### config.mk
export PLATFORM = sky130hd
export DESIGN_NAME = tte_bit_packer
export DESIGN_NICKNAME = d
export VERILOG_FILES = /design/src/hdl/tte_pkg.sv /design/src/hdl/tte_bit_packer.sv
export SDC_FILE = /design/constraint.sdc
export NUM_CORES = 1
export LEC_CHECK = 0
export BUFFER_PORTS_ARGS = -buffer_cell sky130_fd_sc_hd__buf_2
export CAP_MARGIN = 20
export CORE_ASPECT_RATIO = 1.75
export CORE_MARGIN = 2
export CORE_UTILIZATION = 64
export DETAILED_ROUTE_END_ITERATION = 10
export PLACE_DENSITY = 0.87
export SETUP_SLACK_MARGIN = 0.1
export SYNTH_ARGS = -nofsm -noshare
export SYNTH_HDL_FRONTEND = slang
export SYNTH_SLANG_ARGS = --single-unit
export TNS_END_PERCENT = 20
### constraint.sdc
create_clock -name i_clk -period 6.2 [get_ports i_clk]
set_clock_uncertainty 0.2 [all_clocks]
set_input_delay 0.62 -clock i_clk [delete_from_list [all_inputs] [get_ports i_clk]]
set_output_delay 0.62 -clock i_clk [all_outputs]
set_load 0.005 [all_outputs]
### src/hdl/tte_pkg.sv
// Shared types and constants for the table-driven ANS encoder.
`default_nettype none

package tte_pkg;

    // Request kinds carried on the input tuser
    typedef enum logic [1:0] {
        OP_SYM_WRITE = 2'd0,
        OP_NS_WRITE  = 2'd1,
        OP_DATA      = 2'd2,
        OP_DRAIN     = 2'd3
    } t_opcode;

    // Result status carried on the output tuser
    typedef enum logic [1:0] {
        STAT_OK       = 2'd0,
        STAT_EMPTY    = 2'd1,
        STAT_OVERFLOW = 2'd2
    } t_status;

    localparam int unsigned IN_DATA_W  = 80;
    localparam int unsigned OUT_DATA_W = 24;
    localparam int unsigned TLEN_W     = 14;
    localparam logic [31:0] ROUND_HALF = 32'h0000_8000;

    // Input tdata, last field in the lowest bits
    typedef struct packed {
        logic        pad;
        logic [7:0]  data_byte;
        logic [12:0] next_state_entry;
        logic [13:0] delta_find_state;
        logic [31:0] delta_nb_bits;
        logic [11:0] table_index;
    } t_in_data;

    // Output tdata, last field in the lowest bits
    typedef struct packed {
        logic [1:0]        pad;
        logic [TLEN_W-1:0] total_length;
        logic [7:0]        out_byte;
    } t_out_data;

    // Bit packer control from the sequencer
    typedef struct packed {
        logic clear;
        logic push;
        logic pop;
    } t_pack_ctrl;

    // Bit packer status back to the sequencer
    typedef struct packed {
        logic byte_ready;
        logic has_tail;
    } t_pack_stat;

endpackage

`default_nettype wire

### src/hdl/tte_bit_packer.sv
// MSB-first bit packer: shared shift unit that appends state bits and peels off bytes.
`default_nettype none

module tte_bit_packer
    import tte_pkg::*;
#(
    parameter int unsigned TABLE_LOG = 12,
    parameter int unsigned NB_W      = $clog2(TABLE_LOG + 1)
) (
    input  wire logic                 i_clk,
    input  wire logic                 i_rst_n,
    input  wire t_pack_ctrl           i_ctrl,
    input  wire logic [TABLE_LOG-1:0] i_bits,
    input  wire logic [NB_W-1:0]      i_nb,
    output t_pack_stat                o_stat,
    output logic [7:0]                o_byte,
    output logic [15:0]               o_payload_bits
);

    localparam int unsigned ACC_W = TABLE_LOG + 7;
    localparam int unsigned PD_W  = $clog2(ACC_W + 1);

    logic [ACC_W-1:0] r_acc, n_acc;
    logic [PD_W-1:0]  r_pend, n_pend;
    logic [15:0]      r_payload, n_payload;
    logic [ACC_W-1:0] w_hi;
    logic [ACC_W-1:0] w_lo;

    // Byte at the top of the pending bits, and the zero-padded tail
    assign w_hi = r_acc >> (r_pend - PD_W'(8));
    assign w_lo = r_acc << (PD_W'(8) - r_pend);

    assign o_stat.byte_ready = (r_pend >= PD_W'(8));
    assign o_stat.has_tail   = (r_pend != '0);
    assign o_byte            = o_stat.byte_ready ? w_hi[7:0] : w_lo[7:0];
    assign o_payload_bits    = r_payload;

    always_comb begin
        n_acc     = r_acc;
        n_pend    = r_pend;
        n_payload = r_payload;
        if (i_ctrl.clear) begin
            n_acc     = '0;
            n_pend    = '0;
            n_payload = '0;
        end else if (i_ctrl.push) begin
            n_acc     = (r_acc << i_nb) | ACC_W'(i_bits);
            n_pend    = r_pend + PD_W'(i_nb);
            n_payload = r_payload + 16'(i_nb);
        end else if (i_ctrl.pop) begin
            n_pend = r_pend - PD_W'(8);
        end
    end

    always_ff @(posedge i_clk) begin
        if (!i_rst_n) begin
            r_acc     <= '0;
            r_pend    <= '0;
            r_payload <= '0;
        end else begin
            r_acc     <= n_acc;
            r_pend    <= n_pend;
            r_payload <= n_payload;
        end
    end

`ifndef ASSERT_OFF
    a_push_drained: assert property (@(posedge i_clk) disable iff (!i_rst_n)
        i_ctrl.push |-> (r_pend < PD_W'(8)))
        else $error("bits pushed while a whole byte is still pending");
    a_pop_full: assert property (@(posedge i_clk) disable iff (!i_rst_n)
        i_ctrl.pop |-> (r_pend >= PD_W'(8)))
        else $error("byte popped with fewer than eight bits pending");
    a_pend_bound: assert property (@(posedge i_clk) disable iff (!i_rst_n)
        r_pend <= PD_W'(ACC_W))
        else $error("pending bit count exceeds accumulator width");
`endif

endmodule

`default_nettype wire

==> impl_metrics.tcl <==
set metrics [dict create \
    cts.sinks 40 \
    cts_tree "done" \
    placementRows 37 \
    synth_async_sr_flop_share_pct 0 \
    grt.busiest_layer "met2" \
    start_util_pct 65.1 \
    avgSynthCellArea_um2 8.28 \
    wl_per_cell_um 18.9 \
    cts_buffer_depth 2 \
    grt_pass1_vias 3597 \
    grt_use_met3_pct 7.73 \
    finalHoldViolations 0 \
    synth_top_area_share_pct 21.3 \
    powerDensity_nw_per_um2 166 \
    cts_setup_buffers 0 \
    cts_buffers 5 \
    grt_max_degree 47 \
    layout_common_cells "nor2_1, buf_2, mux2i_1" \
    synth_edf_count 0 \
    post_cts_resized 0 \
    fin_setup_tns_ps 0 \
    critPathLaunchType "flip-flop" \
    routed_wl_um 10400 \
    path_class "flip-flop to output port" \
    finalMaxSlewViolations 0 \
    ys_top_cells_by_area "dfxtp_1, mux2i_1, mux2_2, mux4_2, nor2_1" \
    max_freq_ghz 0.259 \
    synth-seq-cells 40 \
    num_vias 3734 \
    cts_hold_buf 0 \
    multi_input_area_um2 2700 \
    period_share_pct 62.4 \
    gr-total-overflow 0 \
    yosys.cell_types.count 65 \
    arrival_ps 3050 \
    syn_to_final_growth_pct 7.51 \
    port_buffers 46 \
    finalCriticalPeriod_ps 3870 \
    ys_warn_count 0 \
    slew-limit-headroom_pct 34.0 \
    die_y_um 105 \
    drv_cap 0 \
    dieWidth_um 62.0 \
    p_int_uw 455 \
    cp-end-kind "output port" \
    p_leak_nw 1.64 \
    h-tree-depth 2 \
    synth_area_um2 3770 \
    root_buffer "clkbuf_8" \
    grt_use_met2_pct 54.4 \
    path_max_fanout 24 \
    die-area_um2 6540 \
    clkLatencyLatePin_ps 300 \
    layout-drive-gt1-share_pct 19.7 \
    nNetsFinal 508 \
    diodes 0 \
    grt_use_total_pct 33.8 \
    critPathRequiredTime_ps 5380 \
    regArea_um2 801 \
    rsz0062_at_grt "no" \
    io_pins 47 \
    setup_viol 0 \
    synthCells 455 \
    worst_slew_pin_slew_ps 988 \
    p_sw_share_pct 32.1 \
    synth_top_cell_by_area "dfxtp_1" \
    status "complete, no violations" \
    path_clk_slew_ps 80 \
    ir_drop_v 0.000149 \
    nFillCells 473 \
    pwr-share-comb_pct 25.2 \
    p_clk_share_pct 32.8 \
    syn-num-nets 488 \
    firstDrtPassIters 5 \
    grt_pass1_wl_um 16900 \
    power_switching_uw 215 \
    seq_area_frac_synth_pct 21.3 \
    vias_per_cell 6.74 \
    power_uw 670 \
    drtIter0Drc 266 \
    dp_hpwl_um 7480 \
    seq_power_share_pct 42.0 \
    hp-class "flip-flop to flip-flop" \
    route.detailed.drc 0 \
    coreArea_um2 5790 \
    synthFlopType "dfxtp_1" \
    use_met1_pct 36.4 \
    gp_congestion 0.973 \
    antenna_found_initial 0 \
    antenna_left 0 \
]
## logic make-up after synthesis
kind of cell               count (synthesis)  synth area share [%]
muxes                                     72                  22.6
DFF                                       40                  21.3
and+or+nand+nor                          134                  17.6
buffers and inverters                     53                  6.98
AOI/OAI and AO/OA                        125                  22.8
xor gates and xnor gates                  19                  4.42
adders and majority gates                 12                  4.39
## state kept, by name, summed over array words and instances (netlist names)
signal,count
r_pend,5
r_acc,19
o_payload_bits,16
## worst paths after layout
kind | slack [ps] | cells past startpoint | from | to
worst max-delay path | 2330 | 8 | r_pend[3] | o_byte[0]
worst max register to register | 3820 | 8 | o_payload_bits[0] | o_payload_bits[12]
worst min register to register | 330 | 2 | o_payload_bits[1] | o_payload_bits[1]
worst min-delay path | 330 | 2 | o_payload_bits[1] | o_payload_bits[1]
## area by class of cell
class	count	area share, %
Inverter	17	1.58
Clock buffer	5	1.70
Multi-Input combinational cell	362	66.7
Clock inverter	3	1.05
Tap cell	78	2.41
Sequential cell	40	19.8
Timing Repair Buffer	49	6.74
## through the flow
stage / util [%] / hold slack (ps) / cell area (um^2) / setup WS (ps) / cells
6_report: 70.0 / 326 / 4050 / 2330 / 554
5_1_grt: 70.0 / 373 / 4050 / 2220 / 554
4_1_cts: 69.5 / 324 / 4020 / 2270 / 553
3_5_place_dp: 67.6 / 316 / 3910 / 2610 / 545
3_3_place_gp: 67.6 / 295 / 3910 / 2770 / 545
2_1_floorplan: - / 281 / 3770 / 3390 / 455
## power groups by stage
stage	clock [mW]	sequential (mW)	combinational (mW)
2_1_floorplan	0	0.277	0.133
3_3_place_gp	0	0.288	0.156
4_1_cts	0.223	0.283	0.161
3_5_place_dp	0	0.289	0.160
6_report	0.220	0.282	0.169
5_1_grt	0.235	0.283	0.184
## cell usage after synthesis, types with 3 or more instances
master and instances:
a21oi_1 20, nand2b_1 6, a22oi_1 9, nor2_1 46, buf_1 4, dfxtp_1 40
nor3_1 11, buf_2 11, o221ai_1 4, nand4_1 3, buf_4 5, mux4_2 8
or3_1 3, nand2_1 27, o22ai_1 7, a211oi_1 12, mux2_2 23, o31ai_1 3
a32oi_1 3, nor2b_1 12, o21ai_0 27, nand3_1 9, a21o_1 3, inv_1 15
nor4b_1 3, xor2_1 3, clkbuf_1 13, a221oi_1 4, and3_1 3, mux2i_1 41
a31oi_1 8, xnor2_1 16, ha_1 10
## layer usage
layer / part of all wire (%) / routed length, um
met5: 0 / 0
met4: 6.4 / 669
met3: 5.8 / 607
met2: 51 / 5370
met1: 36 / 3800
## worst max-delay path, cell delays in order, from the launching register on
cell	delay, ps
dfxtp_1	870
clkinv_1	430
ha_1	450
nand2b_1	170
nor2_1	130
and3_1	200
a221oi_1	230
nand3_1	110
buf_2	140
No activity file was read; power rests on OpenSTA's default activity.
